**src/rtl/lfr_pkg.sv**
```systemverilog
package lfr_pkg;

  localparam int BUFFER_DEPTH = 256;
  localparam int ADDR_W = $clog2(BUFFER_DEPTH);
  localparam int CNT_W = $clog2(BUFFER_DEPTH + 1);
  localparam int LEN_W = 16;
  localparam int CMP_W = (CNT_W > LEN_W) ? CNT_W : LEN_W;
  localparam int CFG_IDX_W = 1;

  localparam logic [7:0] HEAD_RESET = 8'd170;
  localparam logic [7:0] TAIL_RESET = 8'd85;

  localparam logic [CFG_IDX_W-1:0] REG_HEAD = CFG_IDX_W'(0);
  localparam logic [CFG_IDX_W-1:0] REG_TAIL = CFG_IDX_W'(1);

  typedef enum logic [1:0] {
    ACT_BYTE    = 2'd0,
    ACT_RELEASE = 2'd1,
    ACT_READ    = 2'd2
  } lfr_action_t;

  typedef enum logic [2:0] {
    PH_HUNT    = 3'd0,
    PH_LEN_HI  = 3'd1,
    PH_LEN_LO  = 3'd2,
    PH_PAYLOAD = 3'd3,
    PH_DONE    = 3'd4
  } lfr_phase_t;

  typedef struct packed {
    logic             accepted;
    logic             frame_done;
    logic             message_held;
    logic [LEN_W-1:0] frame_length;
  } lfr_status_t;

  typedef struct packed {
    logic              en;
    logic [ADDR_W-1:0] addr;
    logic [7:0]        data;
  } lfr_wr_req_t;

  typedef struct packed {
    logic              ok;
    logic [ADDR_W-1:0] addr;
  } lfr_rd_req_t;

endpackage

```
**src/rtl/length_framed_message_receiver.sv**
```systemverilog
// a result is registered in stage one and then in the output stage after its word is taken
// throughput: one word per cycle while in_stall is low; the payload store has a single
// registered read port and a write port, and each word uses at most one of them
// reset clears phase, count, length, the held flag and both stages; the payload
// store is not cleared, reads are gated by the stored count
module length_framed_message_receiver (
  input  logic        clk,
  input  logic        rst,
  input  logic        cfg_we,
  input  logic [lfr_pkg::CFG_IDX_W-1:0] cfg_index,
  input  logic [7:0]  cfg_data,
  input  logic        in_valid,
  output logic        in_stall,
  input  logic [1:0]  action,
  input  logic [7:0]  data_byte,
  input  logic [7:0]  read_index,
  output logic        out_valid,
  input  logic        out_stall,
  output logic        accepted,
  output logic        frame_done,
  output logic        message_held,
  output logic [15:0] frame_length,
  output logic [7:0]  read_data
);
  import lfr_pkg::*;

  lfr_status_t status, s1_status;
  lfr_wr_req_t wr;
  lfr_rd_req_t rd;
  logic        fire, s1_valid, s1_adv;
  logic [7:0]  buf_data;

  assign s1_adv   = s1_valid && (!out_valid || !out_stall);
  assign in_stall = s1_valid && !s1_adv;
  assign fire     = in_valid && !in_stall;

  lfr_parser u_parser (
    .clk        (clk),
    .rst        (rst),
    .cfg_we     (cfg_we),
    .cfg_index  (cfg_index),
    .cfg_data   (cfg_data),
    .fire       (fire),
    .action     (action),
    .data_byte  (data_byte),
    .read_index (read_index),
    .status     (status),
    .wr         (wr),
    .rd         (rd)
  );

  // a read never meets a write from the same word, and earlier writes have landed
  lfr_buffer u_buffer (
    .clk       (clk),
    .wr        (wr),
    .rd_en     (fire),
    .rd        (rd),
    .read_data (buf_data)
  );

  always_ff @(posedge clk) begin
    if (rst) begin
      s1_valid <= 1'b0;
    end else if (fire) begin
      s1_valid <= 1'b1;
    end else if (s1_adv) begin
      s1_valid <= 1'b0;
    end
  end

  always_ff @(posedge clk) begin
    if (fire) begin
      s1_status <= status;
    end
  end

  always_ff @(posedge clk) begin
    if (rst) begin
      out_valid <= 1'b0;
    end else if (s1_adv) begin
      out_valid <= 1'b1;
    end else if (!out_stall) begin
      out_valid <= 1'b0;
    end
  end

  always_ff @(posedge clk) begin
    if (s1_adv) begin
      accepted     <= s1_status.accepted;
      frame_done   <= s1_status.frame_done;
      message_held <= s1_status.message_held;
      frame_length <= s1_status.frame_length;
      read_data    <= buf_data;
    end
  end

  a_done_held: assert property (@(posedge clk) disable iff (rst)
    out_valid && frame_done |-> message_held && accepted)
    else $error("frame completion without held message");

  a_stall_full: assert property (@(posedge clk) disable iff (rst)
    in_stall |-> s1_valid && out_valid && out_stall)
    else $error("input stalled with room in the pipeline");

  a_adv_out: assert property (@(posedge clk) disable iff (rst)
    s1_adv |=> out_valid)
    else $error("advanced word lost before output");

  a_read_zero: assert property (@(posedge clk) disable iff (rst)
    out_valid && accepted |-> read_data == 8'd0)
    else $error("read data on a byte word");

endmodule

```
**src/rtl/lfr_buffer.sv**
```systemverilog
module lfr_buffer (
  input  logic               clk,
  input  lfr_pkg::lfr_wr_req_t wr,
  input  logic               rd_en,
  input  lfr_pkg::lfr_rd_req_t rd,
  output logic [7:0]         read_data
);
  import lfr_pkg::*;

  logic [7:0] mem [BUFFER_DEPTH];
  logic [7:0] q;
  logic       ok;

  always_ff @(posedge clk) begin
    if (wr.en) begin
      mem[wr.addr] <= wr.data;
    end
  end

  // q only moves when a new word enters, so it holds while the result waits
  always_ff @(posedge clk) begin
    if (rd_en) begin
      ok <= rd.ok;
      if (rd.ok) begin
        q <= mem[rd.addr];
      end
    end
  end

  // entries at or beyond the stored count read as zero
  assign read_data = ok ? q : 8'd0;

endmodule

```
**src/rtl/lfr_parser.sv**
```systemverilog
module lfr_parser (
  input  logic                 clk,
  input  logic                 rst,
  input  logic                 cfg_we,
  input  logic [lfr_pkg::CFG_IDX_W-1:0] cfg_index,
  input  logic [7:0]           cfg_data,
  input  logic                 fire,
  input  logic [1:0]           action,
  input  logic [7:0]           data_byte,
  input  logic [7:0]           read_index,
  output lfr_pkg::lfr_status_t status,
  output lfr_pkg::lfr_wr_req_t wr,
  output lfr_pkg::lfr_rd_req_t rd
);
  import lfr_pkg::*;

  logic [7:0]       head_byte;
  logic [7:0]       tail_byte;
  lfr_phase_t       phase, phase_next;
  logic [CNT_W-1:0] count, count_next;
  logic [LEN_W-1:0] length, length_next;
  logic             held, held_next;

  logic take, release_ok, is_tail, cnt_eq, cnt_gt, full, done;

  always_ff @(posedge clk) begin
    if (rst) begin
      head_byte <= HEAD_RESET;
      tail_byte <= TAIL_RESET;
    end else if (cfg_we) begin
      case (cfg_index)
        REG_HEAD: head_byte <= cfg_data;
        REG_TAIL: tail_byte <= cfg_data;
        default: ;
      endcase
    end
  end

  always_ff @(posedge clk) begin
    if (rst) begin
      phase  <= PH_HUNT;
      count  <= '0;
      length <= '0;
      held   <= 1'b0;
    end else begin
      phase  <= phase_next;
      count  <= count_next;
      length <= length_next;
      held   <= held_next;
    end
  end

  assign take       = fire && (action == ACT_BYTE) && !held;
  assign release_ok = fire && (action == ACT_RELEASE) && held;
  assign is_tail    = (data_byte == tail_byte);
  assign cnt_eq     = (CMP_W'(count) == CMP_W'(length));
  assign cnt_gt     = (CMP_W'(count) > CMP_W'(length));
  assign full       = (CMP_W'(count) >= CMP_W'(BUFFER_DEPTH));

  // next phase
  always_comb begin
    phase_next = phase;
    if (release_ok) begin
      phase_next = PH_HUNT;
    end else if (take) begin
      case (phase)
        PH_HUNT: begin
          if (data_byte == head_byte) phase_next = PH_LEN_HI;
        end
        PH_LEN_HI: phase_next = PH_LEN_LO;
        PH_LEN_LO: phase_next = PH_PAYLOAD;
        PH_PAYLOAD: begin
          if (is_tail && cnt_eq) phase_next = PH_DONE;
          else if (is_tail && cnt_gt) phase_next = PH_HUNT;
          else if (full) phase_next = PH_HUNT;
        end
        default: phase_next = phase;
      endcase
    end
  end

  // datapath and outputs
  always_comb begin
    count_next  = count;
    length_next = length;
    held_next   = held;
    done        = 1'b0;
    wr.en       = 1'b0;
    wr.addr     = ADDR_W'(count);
    wr.data     = data_byte;
    if (release_ok) begin
      held_next  = 1'b0;
      count_next = '0;
    end else if (take) begin
      case (phase)
        PH_HUNT: begin
          if (data_byte == head_byte) begin
            count_next  = '0;
            length_next = '0;
          end
        end
        PH_LEN_HI: length_next = {data_byte, 8'd0};
        PH_LEN_LO: length_next = {length[LEN_W-1:8], data_byte};
        PH_PAYLOAD: begin
          if (is_tail && cnt_eq) begin
            held_next = 1'b1;
            done      = 1'b1;
          end else if (is_tail && cnt_gt) begin
            count_next  = '0;
            length_next = '0;
          end else if (!full) begin
            wr.en      = 1'b1;
            count_next = CNT_W'(count + 1'b1);
          end
        end
        default: ;
      endcase
    end
  end

  assign status.accepted     = take;
  assign status.frame_done   = done;
  assign status.message_held = held_next;
  assign status.frame_length = length_next;

  assign rd.ok   = (action == ACT_READ)
                   && (CMP_W'(read_index) < CMP_W'(count))
                   && (CMP_W'(read_index) < CMP_W'(BUFFER_DEPTH));
  assign rd.addr = ADDR_W'(read_index);

endmodule
```
**config.mk**
```make
export PLATFORM = sky130hd
export DESIGN_NAME = length_framed_message_receiver
export DESIGN_NICKNAME = d
export VERILOG_FILES = /design/src/rtl/lfr_pkg.sv /design/src/rtl/length_framed_message_receiver.sv /design/src/rtl/lfr_buffer.sv /design/src/rtl/lfr_parser.sv
export SDC_FILE = /design/constraint.sdc
export NUM_CORES = 2
export LEC_CHECK = 0
export BUFFER_PORTS_ARGS = -buffer_cell sky130_fd_sc_hd__buf_2
export CAP_MARGIN = 20
export CORE_MARGIN = 2
export CORE_UTILIZATION = 57
export DETAILED_ROUTE_END_ITERATION = 8
export PLACE_DENSITY = 0.82
export RECOVER_POWER = 50
export SLEW_MARGIN = 20
export SYNTH_ARGS = -nofsm -noshare
export SYNTH_HDL_FRONTEND = slang
export SYNTH_SLANG_ARGS = --single-unit
export TNS_END_PERCENT = 20
```
**constraint.sdc**
```tcl
create_clock -name clk -period 2.8 [get_ports clk]
set_input_delay 0.56 -clock clk [delete_from_list [all_inputs] [get_ports clk]]
set_output_delay 0.56 -clock clk [all_outputs]
set_load 0.1 [all_outputs]
```
==> metrics.md <==
| Metric | Value |
|---|---|
| Status | `finished, violations left` |
| Violations in the final reports | `DRC, capacitance limit, slew limit, setup timing` |
| Post-synth cell types | `between 60 and 70` |
| Power density over cell area | `roughly 680 nW/um2` |
| Drt wl/cell | `roughly 40 um` |
| GRT Residual Overflow | `0` |
| Initial Utilization | `0.572` |
| Synth Register Bits | `~2.2k` |
| RSZ-0062 raised after global routing | `true` |
| CTS HTree Levels | `4` |
| GRT Total Usage | `0.331` |
| CP endpoint kind | `flop` |
| Antenna violations before repair | `23` |
| First-pass iteration count of the detailed router | `9` |
| Finish-stage setup viols | `around 2.4k` |
| Minimum clock period | `3.23 ns` |
| Largest net degree at the start of global routing | `roughly 230` |
| WL final | `about 270000 um` |
| Io pins | `61` |
| Post-synth top cells | `edfxtp_1 (2103), mux4_2 (472), nor2_1 (304)` |
| Mean Syn Cell Area | `slightly above 20 um2` |
| Root Buffer | `clkbuf_16` |
| Crit-path max FO | `73` |
| Clock Latency Late Sink | `just under 0.9 ns` |
| Syn nets | `4113` |
| Cells after Synth | `just over 4k` |
| Post-route ant nets | `0` |
| Ranking of synthesized cells by area | `edfxtp_1 (76%), mux4_2 (13%), nor2_1 (1.4%), mux2i_1 (1.2%), dfxtp_1 (1.1%)` |
| Proportion of layout cells with a drive suffix above 1 | `0.339` |
| DP Wirelength | `between 100000 and 150000 um` |
| Final Max Tran Viols | `585` |
| Die height | `about 390 um` |
| Clk buf depth | `3` |
| Remaining DRCs | `33` |
| F_max | `slightly above 300 MHz` |
| Vias in the first global route | `about 48k` |
| Row cnt | `140` |
| Routed via count | `between 40k and 50k` |
| Min-delay worst type | `input pin to flop` |
| Reg area | `about 64000 um2` |
| Core box area | `approximately 150000 um2` |
| IO buf count | `60` |
| Total Power | `around 0.067 W` |
| Register area share after synthesis | `0.770` |
| Die area | `between 100000 and 150000 um2` |
| WP data required | `between 3 and 4 ns` |
| Yosys top cell by area | `edfxtp_1` |
| Final hold vios | `0` |
| Nets | `around 4.8k` |
| Worst clock skew | `about 0.076 ns` |
| CTS Sinks | `2150` |
| Async set-reset flop share out of synthesis | `0` |
| Worst slack, placed | `-1.25 ns` |
| Global-route wire length before repair | `345000 um` |
| Post-synth EDFFs | `around 2.1k` |
| Clock-pin slew on the worst setup and hold paths | `0.06 ns` |
| Pleak | `31.7 nW` |
| Worst slew margin | `-0.627` |
| Maxcap violations | `6` |
| GPL Wtd Cong | `a little under 1` |
| Vias/cell | `between 7 and 8` |
| CP Class | `input pin to flop` |
| Mapped Area | `83200 um2` |
| Cts bufs inserted | `200` |
| Startpoint Class | `input pin` |
| Worst EP arrival | `a little under 4 ns` |
| Ys flop type | `edfxtp_1` |
| Synth-to-layout area growth | `18.9%` |
| Fillers | `approximately 8k` |
| Iteration-0 DRC Markers | `between 10k and 15k` |
| Final worst slack | `-0.427 ns` |
| Die Wd | `just under 400 um` |
| TritonCTS clock tree | `yes` |
| Fin crit share | `1.15` |
| Most numerous cell in the Yosys netlist | `edfxtp_1` |
| Multi-input gate area | `approximately 19000 um2` |
| Synth Warn # | `0` |
| Actual slew at the worst max-slew pin | `between 2 and 2.5 ns` |
| Peak VDD IR | `0.739 mV` |
| Top cell type's share of synthesized area | `0.759` |
logic make-up after synthesis:
group / synth area share
compound gates: 0.0371
flops: 0.770
xor+xnor: 0.00168
simple gates: 0.0332
buf+inv: 0.0155
fa+ha+maj: 0.00301
mux: 0.139
power by group:
group,internal [W],switching [W]
registers,0.0354,0.0000434
clock network,0.0154,0.0127
logic,0.00128,0.00234
total,0.0520,0.0151
final cells by class:
cell class | count | share of cell area
clock buffers | 248 | 0.0534
flip-flops and latches | 2150 | 0.648
clock inverters | 120 | 0.0134
inverters | 25 | 0.000949
multi-input cells | 1663 | 0.193
diodes | 7 | 0.000177
well taps | 1917 | 0.0242
repair buffers | 681 | 0.0665
registers in the layout, summed over array words and instances, names as in the netlist:
signal              flops
u_buffer.mem         2048
s1_status              19
frame_length           16
u_parser.length        16
u_parser.count          9
read_data               8
u_buffer.q              8
u_parser.head_byte      8
u_parser.tail_byte      8
u_parser.phase          3
accepted                1
frame_done              1
message_held            1
out_valid               1
s1_valid                1
u_buffer.ok             1
u_parser.held           1
stage by stage:
stage / TNS [ns] / util / hold WS [ns] / instance area (um2) / instances
3_5_place_dp: -2079.26 / 0.617 / 0.405 / 89800 / 6358
4_1_cts: -265.16 / 0.672 / 0.0174 / 97700 / 6770
2_1_floorplan: -192.55 / - / 0.400 / 83200 / 4061
3_3_place_gp: -2236.56 / 0.617 / 0.406 / 89800 / 6358
6_report: -523.67 / 0.680 / 0.0682 / 98900 / 6811
5_1_grt: -628.66 / 0.680 / 0.0729 / 98900 / 6809
cell usage in the layout (no fill, tap or decap), drive strengths merged, types with 33 or more instances in the layout:
cell       n
a21oi     54
mux4     472
clkinv    77
nor2     305
nor3      35
o21ai     33
a211oi    51
inv       37
o22ai     87
edfxtp  2103
clkbuf   279
a22o      53
dfxtp     47
a22oi     69
nand2    141
buf      641
nand3     39
mux2i     97
routing by layer:
| layer | up-vias | global-route usage | share of wire |
|---|---|---|---|
| li1 | 18200 | - | - |
| met1 | 24500 | 0.399 | 0.29 |
| met2 | 5620 | 0.515 | 0.45 |
| met3 | 1509 | 0.115 | 0.16 |
| met4 | 30 | 0.204 | 0.095 |
| met5 | - | 0.0114 | 0.0015 |
critical path, cell delays in order:
cell and delay, ns:
clkbuf_8 0.16, clkbuf_1 1.04, buf_4 0.80, buf_4 0.88, nand2_1 0.17, nand2_1 0.13
final timing paths:
check | startpoint | slack [ns] | depth (start not counted) | to
max reg2reg | u_parser.count[7]$_SDFFE_PP0P_ | -0.39 | 13 | u_buffer.mem[58][0]$_DFFE_PP_
max | data_byte[2] | -0.43 | 6 | s1_status[2]$_DFFE_PP_
min | cfg_index | 0.07 | 3 | u_parser.tail_byte[7]$_SDFFE_PP0P_
min reg2reg | s1_status[4]$_DFFE_PP_ | 0.41 | 0 | frame_length[4]$_DFFE_PP_
repair_timing:
item / in CTS / in global routing
cloned: 4 / 10
buffers inserted: 31 / 24
hold buffers: 9 / 0
hold endpoints to repair: 17 / 0
endpoints found under the setup margin: 2088 / 2073
pin swaps: 33 / 38
gates resized for setup: 225 / 203
Note: power is estimated with default switching activity, not from simulation.
